### src/rtl/tot_pkg.sv
`timescale 1ns / 1ps

package tot_pkg;

   localparam int ENTRIES  = 64;
   localparam int IDX_W    = (ENTRIES > 1) ? $clog2(ENTRIES) : 1;
   localparam int CNT_W    = $clog2(ENTRIES + 1);
   localparam int HALF_W   = 64;
   localparam int KEY_W    = 2 * HALF_W;
   localparam int NODE_W   = 7;
   localparam int OP_W     = 2;
   localparam int STATUS_W = 3;
   localparam int TOKEN_W  = 7;

   typedef enum logic [OP_W-1:0] {
      OP_ACQUIRE = 2'd0,
      OP_QUERY   = 2'd1,
      OP_RELEASE = 2'd2,
      OP_FORCE   = 2'd3
   } tot_op_type;

   typedef enum logic [STATUS_W-1:0] {
      ST_OK        = 3'd0,
      ST_FULL      = 3'd1,
      ST_OTHER     = 3'd2,
      ST_NOTOKEN   = 3'd3,
      ST_NOTHOLDER = 3'd4,
      ST_INVALID   = 3'd5
   } tot_status_type;

   typedef enum logic [1:0] {
      S_IDLE,
      S_SCAN,
      S_DECIDE,
      S_RESP
   } tot_state_type;

   // Write command from the sequencer to the table store.
   typedef struct packed {
      logic              en;
      logic [IDX_W-1:0]  addr;
      logic [KEY_W-1:0]  key;
      logic [NODE_W-1:0] holder;
      logic              live;
   } tot_wr_type;

   // Outcome of one pass over the table.
   typedef struct packed {
      logic              hit;
      logic [IDX_W-1:0]  hit_idx;
      logic [NODE_W-1:0] hit_holder;
      logic              free_found;
      logic [IDX_W-1:0]  free_idx;
   } tot_scan_type;

endpackage

### src/rtl/tot_match.sv
`timescale 1ns / 1ps

module tot_match (
   input  logic                       clock,
   input  logic                       start,
   input  logic                       cmp_en,
   input  logic [tot_pkg::IDX_W-1:0]  cmp_idx,
   input  logic [tot_pkg::KEY_W-1:0]  cmp_key,
   input  logic [tot_pkg::NODE_W-1:0] cmp_holder,
   input  logic                       cmp_live,
   input  logic [tot_pkg::KEY_W-1:0]  req_key,
   output tot_pkg::tot_scan_type      scan_ff
);
   import tot_pkg::*;

   tot_scan_type scan_in;
   logic         key_eq;

   // One wide compare, reused for every slot of the pass.
   assign key_eq = (cmp_key == req_key);

   always_comb begin
      scan_in = scan_ff;
      if (start) begin
         scan_in = '0;
      end else if (cmp_en) begin
         // Keep the first hit and the first free slot.
         if (cmp_live && key_eq && !scan_ff.hit) begin
            scan_in.hit        = 1'b1;
            scan_in.hit_idx    = cmp_idx;
            scan_in.hit_holder = cmp_holder;
         end
         if (!cmp_live && !scan_ff.free_found) begin
            scan_in.free_found = 1'b1;
            scan_in.free_idx   = cmp_idx;
         end
      end
   end

   always_ff @(posedge clock) begin
      scan_ff <= scan_in;
   end

endmodule

### config.mk
export PLATFORM = sky130hd
export DESIGN_NAME = tot_match
export DESIGN_NICKNAME = d
export VERILOG_FILES = /design/src/rtl/tot_pkg.sv /design/src/rtl/tot_match.sv
export SDC_FILE = /design/constraint.sdc
export NUM_CORES = 1
export LEC_CHECK = 0
export ABC_AREA = 1
export BUFFER_PORTS_ARGS = -buffer_cell sky130_fd_sc_hd__buf_2
export CORE_AREA = 10 10 107 109
export DETAILED_ROUTE_END_ITERATION = 10
export DIE_AREA = 0 0 117 119
export GPL_TIMING_DRIVEN = 0
export HOLD_SLACK_MARGIN = 0.02
export PLACE_DENSITY = 0.82
export SYNTH_ARGS = -nofsm -noshare
export SYNTH_HDL_FRONTEND = slang
export SYNTH_SLANG_ARGS = --single-unit
### constraint.sdc
create_clock -name clock -period 3.4 [get_ports clock]
set_clock_uncertainty 0.2 [all_clocks]
set_input_delay 0.51 -clock clock [delete_from_list [all_inputs] [get_ports clock]]
set_output_delay 0.51 -clock clock [all_outputs]
set_load 0.005 [all_outputs]
==> results of run 1 <==
==> critical path, delay by kind of cell <==
family                    cells  cell delay, ps
AOI/OAI and AO/OA             1             180
and+or+nand+nor               8             780
xor gates and xnor gates      1             300
buffers and inverters         2             310
==> how the worst max path moves through the flow <==
stage | startpoint | endpoint | cells after the start
detailed placement | cmp_key[110] | scan_ff[18] | 12
floorplan | req_key[28] | scan_ff[11] | 9
finish | cmp_key[110] | scan_ff[12] | 12
global placement | cmp_key[110] | scan_ff[16] | 12
CTS | cmp_key[110] | scan_ff[18] | 12
global route | req_key[25] | scan_ff[16] | 10
==> cell families (layout without fill, tap and decap cells) <==
kind of cell | Yosys count | in the layout | synth area share, %
DFF | 21 | 21 | 11.1
xor gates and xnor gates | 52 | 52 | 12.1
other | 0 | 1 | 0
AOI/OAI and AO/OA | 21 | 21 | 2.79
buffers and inverters | 170 | 467 | 17.3
and+or+nand+nor | 537 | 537 | 56.7
==> cells in the mapped netlist, drive strengths merged (4+ instances only) <==
| cell | instances | area [um2] |
|---|---|---|
| nand4 | 6 | 37.5 |
| nor2 | 183 | 704 |
| a21oi | 7 | 35.0 |
| xor2 | 29 | 254 |
| o21ai | 14 | 70.1 |
| nand2 | 300 | 1130 |
| and2 | 4 | 25.0 |
| nand3 | 28 | 140 |
| xnor2 | 23 | 201 |
| dfxtp | 21 | 420 |
| nor3 | 6 | 40.0 |
| inv | 164 | 616 |
==> metrics by stage <==
step	cells	cell area [um2]	util (%)	power [W]	hold slack, ps
final	1213	5430	57.4	0.000958	238
after global routing	1213	5430	57.4	0.00105	240
after CTS	1212	5430	57.4	0.000962	234
after detailed placement	1208	5380	56.9	0.000798	266
after global placement	1208	5380	56.9	0.000790	257
after floorplan	801	3770	-	0.000526	277
==> layer usage <==
metal	global-route usage (%)	share of wire (%)	wire length [um]	vias to the layer above
met1	25.6	39	6550	2246
met2	42.1	49	8280	229
met3	6.53	10	1760	24
met4	5.33	1.9	324	0
li1	-	-	-	2902
met5	0	0	0	-
==> power by group <==
part	leakage [nW]	total [W]	switching (W)	internal (W)
Sequential	0.170	0.000254	0.00000271	0.000252
Combinational	3.43	0.000540	0.000297	0.000243
Clock	0.0255	0.000164	0.0000820	0.0000816
==> layout make-up <==
class	instances	share of cell area [%]
antenna	1	0.0461
clock buffer	3	0.761
clock inverter	1	0.0922
tap	114	2.63
multi-input combinational	610	49.7
inverter	165	11.4
buffer	5	0.576
timing repair buffer	293	27.0
sequential	21	7.74
==> key figures, run 1 <==
Run status
  • Status: completed

Clock network
  • CTS Sinks: 21
  • Worst-Skew Late Latency: 260 ps
  • Reg clk slew, reported paths: 80 ps
  • CTS tree: built
  • Post-cts hold buffer count: 0
  • Post-CTS setup buffer count: 0
  • Root buffer cell: clkbuf_8
  • CTS max path bufs: 2
  • CTS Buf Count: 3
  • Post-CTS resize count: 0
  • H-tree level count: 1

STA
  • Final min period: 2110 ps
  • Fmax: 0.473 GHz
  • Tcrit/Tclk final: 62.1%
  • Slew Limit Fails: 0
  • Slew @ Worst Pin: 426 ps
  • Final WS setup: 1290 ps
  • Slew headroom: 71.6%
  • Final setup fails: 0
  • RSZ-0062 raised after global routing: false
  • Total negative slack: 0 ps
  • Hold Fails Final Rpt: 0

Floorplanning
  • I/O pin count: 294
  • Die width: 117 um
  • Rows: 36
  • Initial Util: 39.9%
  • Core ar.: 0.00946 mm2
  • Die footprint: 0.0139 mm2
  • Chip height: 119 um

Critical path
  • Worst R2R End: scan_ff[12]
  • FF-to-FF setup slack: 1650 ps
  • Required @ worst endpoint: 3360 ps
  • FF-to-FF path depth: 11
  • Worst setup SP type: input port
  • Crit path largest cell delay: 300 ps
  • Critical path class: in -> reg
  • Crit path DAT: 2070 ps
  • Crit-path cells: buf_2 > xnor2_1 > o21ai_0 > nor2_1 > nand2_1 > nor2_1 > nand2_1 > nor2_2 > buf_4 > nand3_1 > nand2_1 > nor2_1
  • Reg2reg start: scan_ff[20]
  • Crit Path Max Fanout: 10
  • Setup crit end kind: flip-flop
  • Crit-path slowest cell: xnor2_1

Cells and area
  • Register area: 420 um2
  • Number of flip-flops in the largest register: 21
  • Biggest regs: scan_ff x21
  • Commonest cells after routing, fill and taps aside: 300 x nand2_1, 294 x buf_2, 178 x nor2_1, 164 x inv_1, 29 x xor2_1
  • Area growth, synth to finish: 44.0%
  • Layout net count: 1372
  • Most common cell after layout, fill and taps aside: nand2_1
  • Multi-input gate area: 0.00270 mm2
  • Layout cell share with drive strength beyond 1: 28.2%
  • Reg with most FFs: scan_ff
  • Fill cells: 1023

GRT
  • Antenna violations before repair: 1
  • First-pass GRT wire length: 25900 um
  • Vias in the first global route: 5443
  • Total track usage: 23.1%
  • Pin count of the biggest net entering global routing: 13
  • Remaining Overflow, GRT: 0

Logic synthesis
  • Ys flop type: dfxtp_1
  • Number of enable flip-flop cells after synthesis: 0
  • Synthesized area per cell: 4.71 um2
  • Cells after Synth: 801
  • Register area share after synthesis: 11.1%
  • Yosys cell types: 25
  • Synth Net Count: 1074
  • #FFs+latches synth: 21
  • YS warnings: 0
  • Mapped Area: 0.00377 mm2
  • Asr flop ratio synth: 0%

Route
  • Vias/cell: 4.45
  • Drt total wl: 16900 um
  • Detail Route Antenna Nets: 0
  • Drt first-iter violations: 307
  • Detailed Routing Iterations Pass 1: 5
  • WL/cell: 13.9 um
  • Residual DRC: 0
  • DR vias: 5401

Flow run
  • Maxcap violations: 0

Placed design
  • GP Congestion: 0.900
  • HPWL Detailed: 15800 um
  • Pre-CTS WS: 1020 ps
  • Port Buffers: 293

Worst hold path
  • Hold wc startpoint: start
  • Hold Crit Class: in -> reg
  • Worst hold stages: 2
  • Worst hold path endpoint: scan_ff[6]

Pwr
  • Power Density: 176 mW/mm2
  • Leakage power: 3.62 nW
  • Worst vdd ir: 0.000127 V
No activity file was read; power rests on OpenSTA's default activity.
==> run 2: changes to the inputs <==
- CORE_AREA: 10 10 107 109 -> not set
- CORE_MARGIN: not set -> 10
- CORE_UTILIZATION: not set -> 37
- DIE_AREA: 0 0 117 119 -> not set
- PLACE_DENSITY: 0.82 -> 0.79
- clock period: 3.4 -> 1.7 ns (I/O delays scaled with it)
==> key figures, run 2 (synthesized netlist as in run 1, its figures left out) <==
Run status
  • Status: completed

STA
  • Hold Fails Final Rpt: 0 (unchanged)
  • Hold Slack: 58.3 ps (-180 ps)
  • Final setup fails: 0 (unchanged)
  • Final min period: 1660 ps
  • Total negative slack: 0 ps (unchanged)
  • Fmax: 0.604 GHz
  • Tcrit/Tclk final: 97.4%
  • RSZ-0062 raised after global routing: true
  • Slew Limit Fails: 0 (unchanged)
  • Slew @ Worst Pin: 352 ps (-73.6 ps)
  • Slew headroom: 76.5% (+4.9 points)

Clock network
  • H-tree level count: 1 (unchanged)
  • Reg clk slew, reported paths: 80 ps (about the same)
  • CTS Buf Count: 3 (unchanged)
  • CTS Sinks: 21 (unchanged)
  • Root buffer cell: clkbuf_8
  • CTS tree: built
  • CTS max path bufs: 2 (unchanged)
  • Worst-Skew Late Latency: 260 ps (about the same)

Worst hold path
  • Hold Crit Class: in -> reg

Cells and area
  • Layout net count: 1377 (+0.36%)
  • Number of flip-flops in the largest register: 21 (unchanged)
  • Area growth, synth to finish: 52.6%
  • Reg with most FFs: scan_ff
  • Biggest regs: scan_ff x21
  • Commonest cells after routing, fill and taps aside: 291 x buf_2, 283 x nand2_1, 164 x inv_1, 154 x nor2_1
  • Most common cell after layout, fill and taps aside: buf_2
  • Layout cell share with drive strength beyond 1: 33.7% (+5.5 points)
  • Fill cells: 1061 (+3.7%)

Floorplanning
  • I/O pin count: 294 (unchanged)
  • Core ar.: 0.00986 mm2 (+4.3%)
  • Die width: 121 um (+3.4%)
  • Initial Util: 38.2% (-1.6 points)
  • Chip height: 121 um (+1.6%)
  • Die footprint: 0.0146 mm2 (+5.1%)
  • Rows: 36 (unchanged)

GRT
  • Antenna violations before repair: 1 (unchanged)
  • GRT met1 Usage: 23.1% (-2.5 points)
  • M2 GR Usage: 42.3% (+0.24 points)
  • Total track usage: 22.5% (-0.65 points)
  • First-pass GRT wire length: 26400 um (+1.9%)
  • Remaining Overflow, GRT: 0 (unchanged)
  • Gr busiest metal: met2
  • Vias in the first global route: 5461 (+0.33%)
  • Met3 usage: 7.72% (+1.2 points)
  • Pin count of the biggest net entering global routing: 13 (unchanged)

Route
  • Detailed Routing Iterations Pass 1: 5 (unchanged)
  • WL/cell: 14.6 um (+4.6%)
  • Drt first-iter violations: 315 (+2.6%)
  • DR vias: 5509 (+2.0%)
  • Drt total wl: 18000 um (+6.6%)
  • Detail Route Antenna Nets: 0 (unchanged)
  • Vias/cell: 4.45 (about the same)
  • Residual DRC: 0 (unchanged)

Critical path
  • Crit path DAT: 1620 ps (-450 ps)
  • Crit Path Max Fanout: 10 (unchanged)
  • Crit path largest cell delay: 220 ps (-80 ps)
  • Critical path class: in -> reg
  • Crit-path slowest cell: nor2_1
  • Worst setup SP type: input port
  • Required @ worst endpoint: 1660 ps (-1700 ps)
  • FF-to-FF setup slack: 80 ps (-1570 ps)
  • Setup crit end kind: flip-flop
  • Crit-path cells: buf_2 > xor2_1 > nor2_1 > nand2_1 > nor2_1 > nand2_1 > nor2_4 > buf_4 > nand3_1 > nand2_1 > nor2_1

Pwr
  • Worst vdd ir: 0.000270 V (+110%)
  • Power Density: 347 mW/mm2 (+97%)
  • Leakage power: 3.73 nW (+3.0%)

Placed design
  • GP Congestion: 0.907 (+0.72%)
  • Port Buffers: 293 (unchanged)
  • HPWL Detailed: 16300 um (+3.2%)

Flow run
  • Maxcap violations: 0 (unchanged)
## run 2: changes by cell type in the layout (fill, tap and decap cells not counted), moves of 4 or more
cell,delta
xnor2_2,+11
nor2_4,+5
nand2_2,+17
buf_6,+4
nor2_2,+19
nand2_1,-17
xnor2_1,-11
nor2_1,-24
## run 2: through the flow
| step | util, % | instance area, um2 | cells | power (W) | worst slack, ps |
|---|---|---|---|---|---|
| 2_1_floorplan | - | 3770 | 801 | 0.00105 | 116 |
| 3_3_place_gp | 54.8 | 5400 | 1227 | 0.00158 | -352 |
| 3_5_place_dp | 54.8 | 5400 | 1227 | 0.00160 | -367 |
| 4_1_cts | 56.2 | 5540 | 1233 | 0.00195 | 4.17 |
| 5_1_grt | 58.3 | 5750 | 1237 | 0.00217 | -93.9 |
| 6_report | 58.3 | 5750 | 1237 | 0.00200 | 44.3 |
## run 2: what timing repair did
| action | 4_1_cts | 5_1_grt |
|---|---|---|
| hold endpoints to repair | 2 | 0 |
| gates resized for setup | 14 | 57 |
| buffers inserted | 1 | 1 |
| setup endpoints to repair | 11 | 14 |
| pin swaps | 1 | 28 |
| hold buffers | 1 | 0 |
| cloned | 0 | 2 |
## run 2: worst paths after layout
| check | start | end | depth (start not counted) |
|---|---|---|---|
| worst min-delay path | cmp_idx[2] | scan_ff[2] | 3 |
| worst max register to register | scan_ff[20] | scan_ff[15] | 9 |
| worst min register to register | scan_ff[13] | scan_ff[13] | 2 |
| worst max-delay path | req_key[48] | scan_ff[7] | 11 |
## run 2: report_power, final
part | internal [W] | total [W] | switching [W]
clock network | 0.000163 | 0.000328 | 0.000164
registers | 0.000503 | 0.000509 | 0.00000548
logic | 0.000523 | 0.00116 | 0.000637
## run 2: layer usage
metal / up-vias / wire, um
met5: - / 0
met3: 28 / 1910
met4: 0 / 390
li1: 2920 / -
met1: 2320 / 6720
met2: 241 / 9020
## run 2: cell type report
| type | instances | area, um2 | share of cell area [%] |
|---|---|---|---|
| diodes | 1 | 2.50 | 0.0435 |
| plain buffers | 5 | 38.8 | 0.674 |
| clock buffers | 3 | 41.3 | 0.718 |
| clock inverters | 1 | 5.00 | 0.0870 |
| inverters | 165 | 619 | 10.8 |
| multi-input cells | 610 | 2940 | 51.0 |
| flip-flops and latches | 21 | 422 | 7.33 |
| well taps | 133 | 166 | 2.89 |
| repair buffers | 298 | 1520 | 26.5 |
## run 2: worst max-delay path, delay by kind of cell
| family | cells | cell delay [ps] |
|---|---|---|
| XOR/XNOR | 1 | 200 |
| AND/OR/NAND/NOR | 8 | 860 |
| buffers and inverters | 2 | 290 |
